<file path="config.mk">
export PLATFORM = sky130hd
export DESIGN_NAME = dhcp_client_reply_parser_core
export DESIGN_NICKNAME = d
export VERILOG_FILES = /design/src/rtl/core/dcrp_pkg.sv /design/src/rtl/core/dcrp_front.sv /design/src/rtl/core/dcrp_queue.sv /design/src/rtl/core/dcrp_back.sv /design/src/rtl/core/dhcp_client_reply_parser_core.sv
export VERILOG_INCLUDE_DIRS = /design/src /design/src/rtl/core
export SDC_FILE = /design/constraint.sdc
export NUM_CORES = 1
export LEC_CHECK = 0
export BUFFER_PORTS_ARGS = -buffer_cell sky130_fd_sc_hd__buf_2
export CORE_UTILIZATION = 65
export CTS_CLUSTER_DIAMETER = 150
export DETAILED_ROUTE_END_ITERATION = 10
export PLACE_DENSITY = 0.84
export SLEW_MARGIN = 20
export SYNTH_ARGS = -nofsm -noshare
export SYNTH_HDL_FRONTEND = slang
export SYNTH_SLANG_ARGS = --single-unit
</file>
<file path="constraint.sdc">
create_clock -name clock -period 43.9 [get_ports clock]
set_input_delay 2.195 -clock clock [delete_from_list [all_inputs] [get_ports clock]]
set_output_delay 2.195 -clock clock [all_outputs]
set_load 0.01 [all_outputs]
</file>
<file path="src/rtl/core/assert_macros.svh">
// assertion macros shared by the rtl files
`ifndef ASSERT_MACROS_SVH
`define ASSERT_MACROS_SVH
`ifndef SYNTH
`define ASSERT_PROP(lbl, clk, rst, prop) \
   lbl: assert property (@(posedge clk) disable iff (rst) (prop)) \
      else $error("assertion failed: %m");
`define ASSERT_NEVER(lbl, clk, rst, expr) \
   lbl: assert property (@(posedge clk) disable iff (rst) !(expr)) \
      else $error("forbidden condition: %m");
`else
`define ASSERT_PROP(lbl, clk, rst, prop)
`define ASSERT_NEVER(lbl, clk, rst, expr)
`endif
`endif

</file>
<file path="src/rtl/core/dcrp_pkg.sv">
// types and constants of the dhcp client reply parser
`timescale 1ns / 1ps
package dcrp_pkg;

   localparam int unsigned OPTION_AREA_BYTES = 308;
   localparam int unsigned OPT_AREA_FIRST    = 240;
   localparam int unsigned MIN_PACKET_LEN    = OPT_AREA_FIRST + OPTION_AREA_BYTES;
   localparam int unsigned OFFSET_W          = $clog2(MIN_PACKET_LEN + 1);

   localparam logic [OFFSET_W-1:0] OFFSET_MAX       = '1;
   localparam logic [OFFSET_W-1:0] OFF_XID_FIRST    = OFFSET_W'(4);
   localparam logic [OFFSET_W-1:0] OFF_XID_LAST     = OFFSET_W'(7);
   localparam logic [OFFSET_W-1:0] OFF_YIADDR_FIRST = OFFSET_W'(16);
   localparam logic [OFFSET_W-1:0] OFF_YIADDR_LAST  = OFFSET_W'(19);
   localparam logic [OFFSET_W-1:0] OFF_COOKIE_FIRST = OFFSET_W'(236);
   localparam logic [OFFSET_W-1:0] OFF_COOKIE_LAST  = OFFSET_W'(239);
   localparam logic [OFFSET_W-1:0] OFF_AREA_FIRST   = OFFSET_W'(OPT_AREA_FIRST);
   localparam logic [OFFSET_W-1:0] OFF_AREA_END     = OFFSET_W'(MIN_PACKET_LEN);
   localparam logic [OFFSET_W-1:0] OFF_MIN_LAST     = OFFSET_W'(MIN_PACKET_LEN - 1);

   localparam logic [31:0] MAGIC_COOKIE = 32'h6382_5363;
   localparam logic [31:0] DEFAULT_MASK = 32'hFFFF_FF00;
   localparam logic [31:0] XID_RESET    = 32'hBEEF_1234;

   localparam logic [7:0] OPT_PAD      = 8'd0;
   localparam logic [7:0] OPT_SUBNET   = 8'd1;
   localparam logic [7:0] OPT_ROUTER   = 8'd3;
   localparam logic [7:0] OPT_DNS      = 8'd6;
   localparam logic [7:0] OPT_MSG_TYPE = 8'd53;
   localparam logic [7:0] OPT_END      = 8'd255;
   localparam logic [7:0] MSG_OFFER    = 8'd2;
   localparam logic [7:0] MSG_ACK      = 8'd5;

   localparam int unsigned QUEUE_DEPTH = 4;
   localparam int unsigned QPTR_W      = $clog2(QUEUE_DEPTH);
   localparam int unsigned QCNT_W      = $clog2(QUEUE_DEPTH + 1);

   typedef enum logic [1:0] {
      PH_CODE,
      PH_LENGTH,
      PH_VALUE,
      PH_DONE
   } phase_type;

   typedef enum logic [1:0] {
      CMD_START,
      CMD_OFFER,
      CMD_ACK
   } cmd_kind_type;

   typedef enum logic [1:0] {
      ACT_DISCOVER,
      ACT_REQUEST,
      ACT_LEASE
   } action_type;

   typedef struct packed {
      cmd_kind_type kind;
      logic [31:0]  your_ip;
      logic [31:0]  source_ip;
      logic [31:0]  subnet;
      logic [31:0]  router;
      logic [31:0]  dns;
   } cmd_type;

   typedef struct packed {
      logic full;
      logic empty;
   } q_status_type;

endpackage

</file>
<file path="src/rtl/core/dcrp_front.sv">
// front end: takes items, walks the reply header and option tlvs, queues commands
`timescale 1ns / 1ps
module dcrp_front (
   input  logic                   clock,
   input  logic                   reset,
   input  logic                   req_valid,
   output logic                   req_stall,
   input  logic                   req_op,
   input  logic [7:0]             req_data_byte,
   input  logic                   req_last_byte,
   input  logic [31:0]            req_source_ip,
   input  logic                   csr_write,
   input  logic [31:0]            csr_transaction_id,
   input  dcrp_pkg::q_status_type q_stat,
   output logic                   q_push,
   output dcrp_pkg::cmd_type      q_push_cmd
);

   logic [31:0]                   xid_ff;
   logic [dcrp_pkg::OFFSET_W-1:0] offset_ff, offset_in;
   logic [31:0]                   shift_ff, shift_in;
   logic                          xid_ok_ff, xid_ok_in;
   logic                          magic_ok_ff, magic_ok_in;
   logic [31:0]                   your_ip_ff, your_ip_in;
   dcrp_pkg::phase_type           phase_ff, phase_in;
   logic [7:0]                    code_ff, code_in;
   logic [7:0]                    remain_ff, remain_in;
   logic [7:0]                    length_ff, length_in;
   logic [31:0]                   acc_ff, acc_in;
   logic [7:0]                    kind_ff, kind_in;
   logic [31:0]                   subnet_ff, subnet_in;
   logic [31:0]                   router_ff, router_in;
   logic [31:0]                   dns_ff, dns_in;

   logic       accept;
   logic       in_area;
   logic [7:0] remain_dec;
   logic [7:0] value_idx;
   logic       reply_ok;

   assign req_stall  = q_stat.full;
   assign accept     = req_valid && !q_stat.full;
   assign in_area    = (offset_ff >= dcrp_pkg::OFF_AREA_FIRST) &&
                       (offset_ff < dcrp_pkg::OFF_AREA_END);
   assign remain_dec = remain_ff - 8'd1;
   assign value_idx  = length_ff - remain_ff;
   assign offset_in  = (offset_ff == dcrp_pkg::OFFSET_MAX) ? offset_ff
                                                           : offset_ff + dcrp_pkg::OFFSET_W'(1);

   // fixed header fields
   always_comb begin
      shift_in    = shift_ff;
      xid_ok_in   = xid_ok_ff;
      magic_ok_in = magic_ok_ff;
      your_ip_in  = your_ip_ff;
      if ((offset_ff >= dcrp_pkg::OFF_XID_FIRST && offset_ff <= dcrp_pkg::OFF_XID_LAST) ||
          (offset_ff >= dcrp_pkg::OFF_COOKIE_FIRST &&
           offset_ff <= dcrp_pkg::OFF_COOKIE_LAST)) begin
         shift_in = {shift_ff[23:0], req_data_byte};
      end
      if (offset_ff == dcrp_pkg::OFF_XID_LAST) begin
         xid_ok_in = (shift_in == xid_ff);
      end
      if (offset_ff == dcrp_pkg::OFF_COOKIE_LAST) begin
         magic_ok_in = (shift_in == dcrp_pkg::MAGIC_COOKIE);
      end
      if (offset_ff >= dcrp_pkg::OFF_YIADDR_FIRST &&
          offset_ff <= dcrp_pkg::OFF_YIADDR_LAST) begin
         your_ip_in = {your_ip_ff[23:0], req_data_byte};
      end
   end

   // option walk next state
   always_comb begin
      phase_in = phase_ff;
      unique case (phase_ff)
         dcrp_pkg::PH_CODE: begin
            if (in_area) begin
               if (req_data_byte == dcrp_pkg::OPT_END) begin
                  phase_in = dcrp_pkg::PH_DONE;
               end else if (req_data_byte != dcrp_pkg::OPT_PAD) begin
                  phase_in = dcrp_pkg::PH_LENGTH;
               end
            end
         end
         dcrp_pkg::PH_LENGTH: begin
            phase_in = (req_data_byte != 8'd0) ? dcrp_pkg::PH_VALUE : dcrp_pkg::PH_CODE;
         end
         dcrp_pkg::PH_VALUE: begin
            if (remain_dec == 8'd0) begin
               phase_in = dcrp_pkg::PH_CODE;
            end
         end
         dcrp_pkg::PH_DONE: begin
            phase_in = dcrp_pkg::PH_DONE;
         end
         default: begin
            phase_in = phase_ff;
         end
      endcase
   end

   // option walk data
   always_comb begin
      code_in   = code_ff;
      remain_in = remain_ff;
      length_in = length_ff;
      acc_in    = acc_ff;
      kind_in   = kind_ff;
      subnet_in = subnet_ff;
      router_in = router_ff;
      dns_in    = dns_ff;
      unique case (phase_ff)
         dcrp_pkg::PH_CODE: begin
            if (in_area && req_data_byte != dcrp_pkg::OPT_END &&
                req_data_byte != dcrp_pkg::OPT_PAD) begin
               code_in = req_data_byte;
            end
         end
         dcrp_pkg::PH_LENGTH: begin
            length_in = req_data_byte;
            remain_in = req_data_byte;
            acc_in    = '0;
         end
         dcrp_pkg::PH_VALUE: begin
            acc_in    = {acc_ff[23:0], req_data_byte};
            remain_in = remain_dec;
            if (value_idx == 8'd0 && code_ff == dcrp_pkg::OPT_MSG_TYPE &&
                length_ff == 8'd1) begin
               kind_in = req_data_byte;
            end
            if (value_idx == 8'd3) begin
               if (code_ff == dcrp_pkg::OPT_SUBNET && length_ff == 8'd4) begin
                  subnet_in = acc_in;
               end
               if (code_ff == dcrp_pkg::OPT_ROUTER && length_ff >= 8'd4) begin
                  router_in = acc_in;
               end
               if (code_ff == dcrp_pkg::OPT_DNS && length_ff >= 8'd4) begin
                  dns_in = acc_in;
               end
            end
         end
         dcrp_pkg::PH_DONE: begin
            code_in = code_ff;
         end
         default: begin
            code_in = code_ff;
         end
      endcase
   end

   // reply check on the last byte and command out
   assign reply_ok = req_last_byte && (offset_ff >= dcrp_pkg::OFF_MIN_LAST) &&
                     magic_ok_in && xid_ok_in;

   always_comb begin
      q_push               = 1'b0;
      q_push_cmd.kind      = dcrp_pkg::CMD_START;
      q_push_cmd.your_ip   = your_ip_in;
      q_push_cmd.source_ip = req_source_ip;
      q_push_cmd.subnet    = subnet_in;
      q_push_cmd.router    = router_in;
      q_push_cmd.dns       = dns_in;
      if (accept) begin
         if (req_op) begin
            q_push = 1'b1;
         end else if (reply_ok && kind_in == dcrp_pkg::MSG_OFFER) begin
            q_push          = 1'b1;
            q_push_cmd.kind = dcrp_pkg::CMD_OFFER;
         end else if (reply_ok && kind_in == dcrp_pkg::MSG_ACK) begin
            q_push          = 1'b1;
            q_push_cmd.kind = dcrp_pkg::CMD_ACK;
         end
      end
   end

   always_ff @(posedge clock) begin
      if (reset) begin
         xid_ff <= dcrp_pkg::XID_RESET;
      end else if (csr_write) begin
         xid_ff <= csr_transaction_id;
      end
   end

   always_ff @(posedge clock) begin
      if (reset || (accept && (req_op || req_last_byte))) begin
         offset_ff   <= '0;
         shift_ff    <= '0;
         xid_ok_ff   <= 1'b1;
         magic_ok_ff <= 1'b0;
         your_ip_ff  <= '0;
         phase_ff    <= dcrp_pkg::PH_CODE;
         code_ff     <= '0;
         remain_ff   <= '0;
         length_ff   <= '0;
         acc_ff      <= '0;
         kind_ff     <= '0;
         subnet_ff   <= '0;
         router_ff   <= '0;
         dns_ff      <= '0;
      end else if (accept) begin
         offset_ff   <= offset_in;
         shift_ff    <= shift_in;
         xid_ok_ff   <= xid_ok_in;
         magic_ok_ff <= magic_ok_in;
         your_ip_ff  <= your_ip_in;
         phase_ff    <= phase_in;
         code_ff     <= code_in;
         remain_ff   <= remain_in;
         length_ff   <= length_in;
         acc_ff      <= acc_in;
         kind_ff     <= kind_in;
         subnet_ff   <= subnet_in;
         router_ff   <= router_in;
         dns_ff      <= dns_in;
      end
   end

endmodule

</file>
<file path="src/rtl/core/dcrp_queue.sv">
// short command queue between front and back end
`timescale 1ns / 1ps
module dcrp_queue (
   input  logic                   clock,
   input  logic                   reset,
   input  logic                   push,
   input  dcrp_pkg::cmd_type      push_cmd,
   input  logic                   pop,
   output dcrp_pkg::cmd_type      head,
   output dcrp_pkg::q_status_type q_stat
);

   dcrp_pkg::cmd_type             mem_ff [dcrp_pkg::QUEUE_DEPTH];
   logic [dcrp_pkg::QPTR_W-1:0]   wr_ptr_ff;
   logic [dcrp_pkg::QPTR_W-1:0]   rd_ptr_ff;
   logic [dcrp_pkg::QCNT_W-1:0]   count_ff;

   assign head         = mem_ff[rd_ptr_ff];
   assign q_stat.full  = (count_ff == dcrp_pkg::QCNT_W'(dcrp_pkg::QUEUE_DEPTH));
   assign q_stat.empty = (count_ff == '0);

   always_ff @(posedge clock) begin
      if (push) begin
         mem_ff[wr_ptr_ff] <= push_cmd;
      end
   end

   always_ff @(posedge clock) begin
      if (reset) begin
         wr_ptr_ff <= '0;
         rd_ptr_ff <= '0;
         count_ff  <= '0;
      end else begin
         if (push) begin
            wr_ptr_ff <= wr_ptr_ff + dcrp_pkg::QPTR_W'(1);
         end
         if (pop) begin
            rd_ptr_ff <= rd_ptr_ff + dcrp_pkg::QPTR_W'(1);
         end
         if (push && !pop) begin
            count_ff <= count_ff + dcrp_pkg::QCNT_W'(1);
         end else if (pop && !push) begin
            count_ff <= count_ff - dcrp_pkg::QCNT_W'(1);
         end
      end
   end

endmodule

</file>
<file path="src/rtl/core/dcrp_back.sv">
// back end: client flags and the registered result
`timescale 1ns / 1ps
module dcrp_back (
   input  logic                   clock,
   input  logic                   reset,
   input  dcrp_pkg::q_status_type q_stat,
   input  dcrp_pkg::cmd_type      head,
   output logic                   pop,
   output logic                   rsp_valid,
   input  logic                   rsp_stall,
   output logic [1:0]             rsp_action,
   output logic [31:0]            rsp_client_ip,
   output logic [31:0]            rsp_server_addr,
   output logic [31:0]            rsp_subnet_mask,
   output logic [31:0]            rsp_router_ip,
   output logic [31:0]            rsp_dns_ip
);

   logic                 valid_ff, valid_in;
   logic                 sent_ff, sent_in;
   dcrp_pkg::action_type action_ff, action_in;
   logic [31:0]          client_ff, client_in;
   logic [31:0]          server_ff, server_in;
   logic [31:0]          mask_ff, mask_in;
   logic [31:0]          router_ff, router_in;
   logic [31:0]          dns_ff, dns_in;
   logic                 produce;

   assign pop = !q_stat.empty && (!valid_ff || !rsp_stall);

   always_comb begin
      produce   = 1'b0;
      sent_in   = sent_ff;
      action_in = dcrp_pkg::ACT_DISCOVER;
      client_in = '0;
      server_in = '0;
      mask_in   = '0;
      router_in = '0;
      dns_in    = '0;
      unique case (head.kind)
         dcrp_pkg::CMD_START: begin
            produce = 1'b1;
            sent_in = 1'b0;
         end
         dcrp_pkg::CMD_OFFER: begin
            produce   = !sent_ff;
            sent_in   = 1'b1;
            action_in = dcrp_pkg::ACT_REQUEST;
            client_in = head.your_ip;
            server_in = head.source_ip;
         end
         dcrp_pkg::CMD_ACK: begin
            produce   = 1'b1;
            action_in = dcrp_pkg::ACT_LEASE;
            client_in = head.your_ip;
            mask_in   = (head.subnet != '0) ? head.subnet : dcrp_pkg::DEFAULT_MASK;
            router_in = head.router;
            dns_in    = head.dns;
         end
         default: begin
            produce = 1'b0;
         end
      endcase
   end

   assign valid_in = pop ? produce : (valid_ff && rsp_stall);

   always_ff @(posedge clock) begin
      if (reset) begin
         valid_ff <= 1'b0;
         sent_ff  <= 1'b0;
      end else begin
         valid_ff <= valid_in;
         if (pop) begin
            sent_ff <= sent_in;
         end
      end
   end

   always_ff @(posedge clock) begin
      if (pop && produce) begin
         action_ff <= action_in;
         client_ff <= client_in;
         server_ff <= server_in;
         mask_ff   <= mask_in;
         router_ff <= router_in;
         dns_ff    <= dns_in;
      end
   end

   assign rsp_valid       = valid_ff;
   assign rsp_action      = action_ff;
   assign rsp_client_ip   = client_ff;
   assign rsp_server_addr = server_ff;
   assign rsp_subnet_mask = mask_ff;
   assign rsp_router_ip   = router_ff;
   assign rsp_dns_ip      = dns_ff;

endmodule

</file>
<file path="src/rtl/core/dhcp_client_reply_parser_core.sv">
// top level of the dhcp client reply parser
`timescale 1ns / 1ps
// Takes one item per clock while req_stall is low: a start, or one byte of a
// received DHCP reply (last_byte marks its end, source_ip is taken with it). A
// start gives a DISCOVER order; a valid OFFER, once per exchange, gives a
// REQUEST order; a valid ACK gives the lease. The front end walks the header
// and option TLVs with a byte counter and a small TLV state machine; a result
// passes through the command queue to the output register. A four-entry
// command queue sits between front and back end; req_stall rises only when
// that queue is full, which happens only while rsp_stall holds results back.
// The transaction ID register is written through csr_valid with csr_ready
// always high, and is meant to change only while the block is idle.
`include "assert_macros.svh"
module dhcp_client_reply_parser_core (
   input  logic        clock,
   input  logic        reset,
   input  logic        req_valid,
   output logic        req_stall,
   input  logic        req_op,
   input  logic [7:0]  req_data_byte,
   input  logic        req_last_byte,
   input  logic [31:0] req_source_ip,
   output logic        rsp_valid,
   input  logic        rsp_stall,
   output logic [1:0]  rsp_action,
   output logic [31:0] rsp_client_ip,
   output logic [31:0] rsp_server_addr,
   output logic [31:0] rsp_subnet_mask,
   output logic [31:0] rsp_router_ip,
   output logic [31:0] rsp_dns_ip,
   input  logic        csr_valid,
   output logic        csr_ready,
   input  logic [31:0] csr_transaction_id
);

   dcrp_pkg::q_status_type q_stat;
   dcrp_pkg::cmd_type      q_push_cmd;
   dcrp_pkg::cmd_type      q_head;
   logic                   q_push;
   logic                   q_pop;

   assign csr_ready = 1'b1;

   dcrp_front u_front (
      .clock              (clock),
      .reset              (reset),
      .req_valid          (req_valid),
      .req_stall          (req_stall),
      .req_op             (req_op),
      .req_data_byte      (req_data_byte),
      .req_last_byte      (req_last_byte),
      .req_source_ip      (req_source_ip),
      .csr_write          (csr_valid && csr_ready),
      .csr_transaction_id (csr_transaction_id),
      .q_stat             (q_stat),
      .q_push             (q_push),
      .q_push_cmd         (q_push_cmd)
   );

   dcrp_queue u_queue (
      .clock    (clock),
      .reset    (reset),
      .push     (q_push),
      .push_cmd (q_push_cmd),
      .pop      (q_pop),
      .head     (q_head),
      .q_stat   (q_stat)
   );

   dcrp_back u_back (
      .clock           (clock),
      .reset           (reset),
      .q_stat          (q_stat),
      .head            (q_head),
      .pop             (q_pop),
      .rsp_valid       (rsp_valid),
      .rsp_stall       (rsp_stall),
      .rsp_action      (rsp_action),
      .rsp_client_ip   (rsp_client_ip),
      .rsp_server_addr (rsp_server_addr),
      .rsp_subnet_mask (rsp_subnet_mask),
      .rsp_router_ip   (rsp_router_ip),
      .rsp_dns_ip      (rsp_dns_ip)
   );

   `ASSERT_NEVER(a_queue_overflow, clock, reset, q_push && q_stat.full)
   `ASSERT_PROP(a_start_queued, clock, reset, (req_valid && !req_stall && req_op) |-> q_push)
   `ASSERT_PROP(a_request_fields, clock, reset, (rsp_valid && rsp_action == dcrp_pkg::ACT_REQUEST) |-> (rsp_subnet_mask == '0 && rsp_router_ip == '0 && rsp_dns_ip == '0))
   `ASSERT_PROP(a_no_spurious_rsp, clock, reset, (q_stat.empty && !rsp_valid) |=> !rsp_valid)

endmodule

</file>
==> results.toml, run 1 <==
[run_status]
status = "finished clean"

[die]
io_pins = 244
die_w_microns = 258
start_util = 0.660
dieArea_sq_mm = 0.0666
die_h_microns = 258
fp.coreArea_sq_mm = 0.0646
rows = 93

[logic_synthesis]
synth_edf_count = 810
synthTopCellsByArea = "edfxtp_1 57%, dfxtp_1 13%, mux4_2 8.6%"
synth_top_area_frac = 0.571
avgSynthCellArea_sq_um = 15.0
synth_most_common_cell = "edfxtp_1"
synth_cells = 2842
yosysTopAreaCell = "edfxtp_1"
yosysWarnings = 0
ys_seq_area_frac = 0.699
ys_dominant_reg_cell = "edfxtp_1"
synth_area_sq_mm = 0.0426
async_flop_share = 0
synth_common_cells = "810 x edfxtp_1, 285 x nand2_1, 272 x dfxtp_1, 212 x nor2_1, 162 x mux4_2"
ys_seq_elements = 1082
syn_nets = 2949
yosysUniqueCellTypes = 71

[setup_path]
worstSetupPathType = "input pin to flip-flop"
crit_buf_inv = 2
start_kind = "input pin"
path_max_fanout = 69
cp_slowest_cell = "buf_4"
end_kind = "flip-flop"
slowest_delay_ns = 0.93
critPathTopFamily = "simple AND/OR/NAND/NOR gates"
crit_chain = "buf_2 > o2111ai_1 > a2111oi_0 > a41oi_1 > nor4_1 > a31oi_1 > nor4_2 > a22oi_2 > nor2b_4 > buf_4"
worstPathArrival_ns = 6.58
required_ns = 44.17

[cts]
htree_levels = 3
ctsHoldBuffers = 0
cts_sinks = 1082
clockBufferDepth = 3
cts_root_buffer = "clkbuf_16"
cts_resized = 0
cts_tree = "built"
clkTransAtPathRegs_ns = 0.06
post_cts_buffers = 0
clkLatencyLatePin_ns = 0.66
cts_buffers = 104

[placement]
dp_cells = 3803
pre_cts_ws_ns = 36.92
dp_hpwl_microns = 59300
port_buffers = 242
routabilityCongestion = 0.897

[timing]
worstMarginPinSlew_ns = 1.13
drv_slew = 0
rsz0062_at_grt = "no"
hold_slack_ns = 0.456
fin_crit_sh = 0.144
finalSetupTns_ns = 0
skew_ns = 0.0273
setup_slack_ns = 37.58
relSlewSlack = 0.246
setup_viol = 0
period_minus_slack_ns = 6.32
max_freq_ghz = 0.158
final_hold_viol_count = 0

[global_routing]
grt_use_met3 = 0.0445
met1_usage = 0.406
grt_busiest_layer = "met2"
grt_pass1_wl_microns = 155000
grt_usage = 0.309
grt_max_degree = 105
met2_usage = 0.531
grt_antenna_before_repair = 2
grt_pass1_vias = 25600
overflow = 0

[detailed_routing]
drc = 0
wl_microns = 102000
vias_per_cell = 6.39
wl_per_cell_microns = 25.6
drt_iter0_drc = 3059
num_vias = 25500
drtPass1Iterations = 6
ant_nets = 0

[hold_path]
hold_class = "flip-flop to flip-flop"

[cells_and_area]
drive_above_1_share = 0.243
stdcell_count = 4001
syn2layout_area_growth_pct = 12.9
nets = 3161

[power]
vdd_drop_max_v = 0.0000356
power.density_mw_per_mm2 = 57.9
power.leakage_uw = 0.0169

[flow_run]
max_cap_viol_count = 0
[final timing paths]
check                              from                endpoint  slack [ns]  cells past startpoint
setup / recovery       req_data_byte[2]  u_queue.mem_ff[0][123]       37.58                     10
hold / removal    u_front.router_ff[25]   u_front.router_ff[25]        0.46                      2
setup reg to reg    u_front.phase_ff[0]  u_queue.mem_ff[0][119]       38.57                     13
hold reg to reg   u_front.router_ff[25]   u_front.router_ff[25]        0.46                      2
[cell families after synthesis]
| kind of cell | Yosys count | share of synthesized area |
|---|---|---|
| AOI/OAI and AO/OA | 268 | 0.0380 |
| xor gates and xnor gates | 33 | 0.00678 |
| adders and majority gates | 28 | 0.00857 |
| buffers and inverters | 230 | 0.0213 |
| DFF | 1082 | 0.699 |
| muxes | 341 | 0.131 |
| other | 1 | 0.0000880 |
| and+or+nand+nor | 859 | 0.0952 |
[metrics by stage]
| stage | power [uW] | utilization | area (sq um) |
|---|---|---|---|
| 6_report | 2780 | 0.745 | 48100 |
| 5_1_grt | 2880 | 0.745 | 48100 |
| 4_1_cts | 2800 | 0.745 | 48100 |
| 3_5_place_dp | 1880 | 0.690 | 44600 |
| 3_3_place_gp | 1850 | 0.690 | 44600 |
| 2_1_floorplan | 1710 | - | 42600 |
[power breakdown]
part / leakage, uW / internal (uW) / switching, uW
Combinational: 0.00524 / 219 / 333
Sequential: 0.00993 / 1260 / 54.4
Clock: 0.00173 / 530 / 387
Total: 0.0169 / 2010 / 774
[area by class of cell]
class	instances	area, sq um
diodes	1	2.50
fillers	3578	16500
repair buffers	280	1500
clock buffers	140	2930
multi-input cells	1530	12000
well taps	855	1070
inverters	56	210
clock inverters	57	604
flip-flops and latches	1082	29800
[routing by layer]
metal | up-vias | share of wire | routed length, microns
li1 | 11000 | - | -
met1 | 12900 | 0.38 | 38900
met2 | 1450 | 0.51 | 52500
met3 | 241 | 0.074 | 7620
met4 | 0 | 0.034 | 3470
met5 | - | 0 | 0
[tightest hold or removal path: stages (launching register included)]
cell	delay, ns
dfxtp_1	0.31
nand2_1	0.05
a21oi_1	0.05
[layout by cell type, fill, tap and decap left out, types with 25 or more instances in the layout]
cell type / instances
and2_1: 142
edfxtp_1: 810
mux2i_1: 49
dfxtp_1: 270
nand2_1: 283
buf_2: 242
nor2_1: 212
xor2_1: 26
inv_1: 55
ha_1: 25
clkbuf_16: 107
nand3_1: 48
a21oi_1: 156
mux2_2: 129
nor3_1: 76
mux4_2: 162
buf_4: 37
o21a_1: 25
[flip-flops by register name, indices dropped and copies added, names as in the netlist, 24 cells and up, named ones only]
register and count:
u_back.rsp_client_ip 32, u_back.rsp_dns_ip 32, u_back.rsp_router_ip 32, u_back.rsp_server_addr 32, u_back.rsp_subnet_mask 32, u_front.acc_ff 24
u_front.dns_ff 32, u_front.router_ff 32, u_front.shift_ff 31, u_front.subnet_ff 32, u_front.xid_ff 32, u_front.your_ip_ff 32
u_queue.mem_ff 648
Power figures use the tool's default switching activity.
==> run 2: changes to the inputs <==
--- a/config.mk
+++ b/config.mk
@@ -7,10 +7,10 @@
 export NUM_CORES = 1
 export LEC_CHECK = 0
 export BUFFER_PORTS_ARGS = -buffer_cell sky130_fd_sc_hd__buf_2
-export CORE_UTILIZATION = 65
+export CORE_UTILIZATION = 55
 export CTS_CLUSTER_DIAMETER = 150
 export DETAILED_ROUTE_END_ITERATION = 10
-export PLACE_DENSITY = 0.84
+export PLACE_DENSITY = 0.76
 export SLEW_MARGIN = 20
 export SYNTH_ARGS = -nofsm -noshare
 export SYNTH_HDL_FRONTEND = slang
==> constraint.sdc (replaced) <==
create_clock -name clock -period 5.7 [get_ports clock]
set_input_delay 0.285 -clock clock [delete_from_list [all_inputs] [get_ports clock]]
set_output_delay 0.285 -clock clock [all_outputs]
set_load 0.01 [all_outputs]
==> results.toml, run 2 (synthesis gave the netlist of run 1 again) <==
[detailed_routing]
vias_per_cell = 5.87
num_vias = 24900
wl_per_cell_microns = 23.0
drtPass1Iterations = 6
drt_iter0_drc = 2241
ant_nets = 0
wl_microns = 97700
drc = 0

[global_routing]
grt_max_degree = 141
grt_pass1_wl_microns = 149000
grt_antenna_before_repair = 3
grt_pass1_vias = 25600
grt_usage = 0.249
overflow = 0

[die]
io_pins = 244
start_util = 0.558
dieArea_sq_mm = 0.0786
rows = 101
die_w_microns = 280
fp.coreArea_sq_mm = 0.0763
die_h_microns = 280

[cts]
cts_tree = "built"
ctsHoldBuffers = 65
clockBufferDepth = 3
clkLatencyLatePin_ns = 0.67
htree_levels = 3
cts_buffers = 106
clkTransAtPathRegs_ns = 0.06
cts_root_buffer = "clkbuf_16"
post_cts_buffers = 0
cts_resized = 0
cts_sinks = 1082

[timing]
skew_ns = 0.0234
finalSetupTns_ns = 0
worstMarginPinSlew_ns = 1.08
setup_viol = 0
max_freq_ghz = 0.220
fin_crit_sh = 0.799
hold_slack_ns = 0.130
drv_slew = 0
relSlewSlack = 0.283
rsz0062_at_grt = "no"
final_hold_viol_count = 0
period_minus_slack_ns = 4.55

[cells_and_area]
layout_common_cells = "810 x edfxtp_1, 282 x nand2_1, 270 x dfxtp_1, 242 x buf_2, 212 x nor2_1"
stdcell_count = 4238
filler_cell_count = 5306
drive_above_1_share = 0.239
nets = 3224
final_common_cell = "edfxtp_1"
largest-register = "u_queue.mem_ff"
final_cell_area_sq_mm = 0.0490
syn2layout_area_growth_pct = 15.0
largest_reg_flops = 648

[run_status]
status = "finished clean"

[power]
p_clk_frac = 0.324
p_seq_frac = 0.477
combPwrFrac = 0.199
p_int_uw = 15400
vdd_drop_max_v = 0.000430
power.leakage_uw = 0.0171
finalPower_uw = 21300
power.density_mw_per_mm2 = 434
p_sw_uw = 5840
p_sw_frac = 0.274

[setup_path]
start_kind = "flip-flop"
path_max_fanout = 7
cp_slowest_cell = "fa_1"
path_common_cell = "inv_1"
ff2ff_setup_slack_ns = 1.15
slowest_delay_ns = 0.41
r2r-start = "u_front.length_ff[0]"
worstSetupPathType = "flip-flop to flip-flop"
critPathTopFamily = "simple AND/OR/NAND/NOR gates"
crit_buf_inv = 3
end_kind = "flip-flop"
required_ns = 6.28
setup.worst_path.start = "u_front.length_ff[0]"
crit_chain = "inv_1 > ha_1 > fa_1 > xnor2_1 > or3_1 > nor4_2 > nand3_2 > nor3_4 > mux2i_1 > nor4_2 > a22oi_2 > inv_1 > ha_1 > inv_1 > fa_1 > xor2_1 > or3_1 > a21oi_1"
worstPathArrival_ns = 5.14

[placement]
port_buffers = 242
dp_hpwl_microns = 56600
routabilityCongestion = 0.902
place_area_sq_mm = 0.0449
dp_cells = 3974

[flow_run]
max_cap_viol_count = 0

[hold_path]
hold_start = "reset"
hold_class = "input pin to flip-flop"
-- run 2: changes by cell type in the layout (fill, tap and decap cells not counted), sizes merged --
| cell | previous run | this run |
|---|---|---|
| buf | 280 | 276 |
| clkbuf | 140 | 130 |
| clkinv | 36 | 51 |
| clkinvlp | 6 | 4 |
| dlygate4sd3 | 0 | 65 |
| inv | 61 | 59 |
-- run 2: metrics by stage --
step | setup slack (ns) | util
3_3_place_gp | 1.22 | 0.588
5_1_grt | 0.977 | 0.642
3_5_place_dp | 1.19 | 0.588
2_1_floorplan | -1.69 | -
6_report | 1.15 | 0.642
4_1_cts | 1.16 | 0.642
-- run 2: final timing paths --
check | to | cells past startpoint
hold / removal | flip-flop | 2
hold reg to reg | u_front.dns_ff[3] | 2
setup reg to reg | u_queue.count_ff[2] | 18
setup / recovery | u_queue.count_ff[2] | 18
-- run 2: area by class of cell --
class / instances / area [sq um] / area share
well taps: 1030 / 1290 / 0.0263
diodes: 1 / 2.50 / 0.0000511
flip-flops and latches: 1082 / 29800 / 0.608
multi-input cells: 1530 / 12100 / 0.246
clock buffers: 130 / 2810 / 0.0574
repair buffers: 341 / 2190 / 0.0447
clock inverters: 68 / 648 / 0.0132
inverters: 56 / 210 / 0.00429
-- run 2: power groups by stage --
stage | Sequential, uW | Clock (uW) | Combinational, uW
2_1_floorplan | 10500 | 0 | 2520
3_3_place_gp | 10300 | 0 | 4150
3_5_place_dp | 10300 | 0 | 4240
4_1_cts | 10200 | 7000 | 4300
5_1_grt | 10200 | 7290 | 4550
6_report | 10100 | 6900 | 4230
-- run 2: per-layer routing --
metal  vias to the layer above  track usage  wire length, microns
met2                       876        0.431                 49900
met3                       159       0.0358                  5490
met5                         -            0                    12
li1                      11100            -                     -
met1                     12700        0.329                 40100
met4                         2       0.0695                  2150
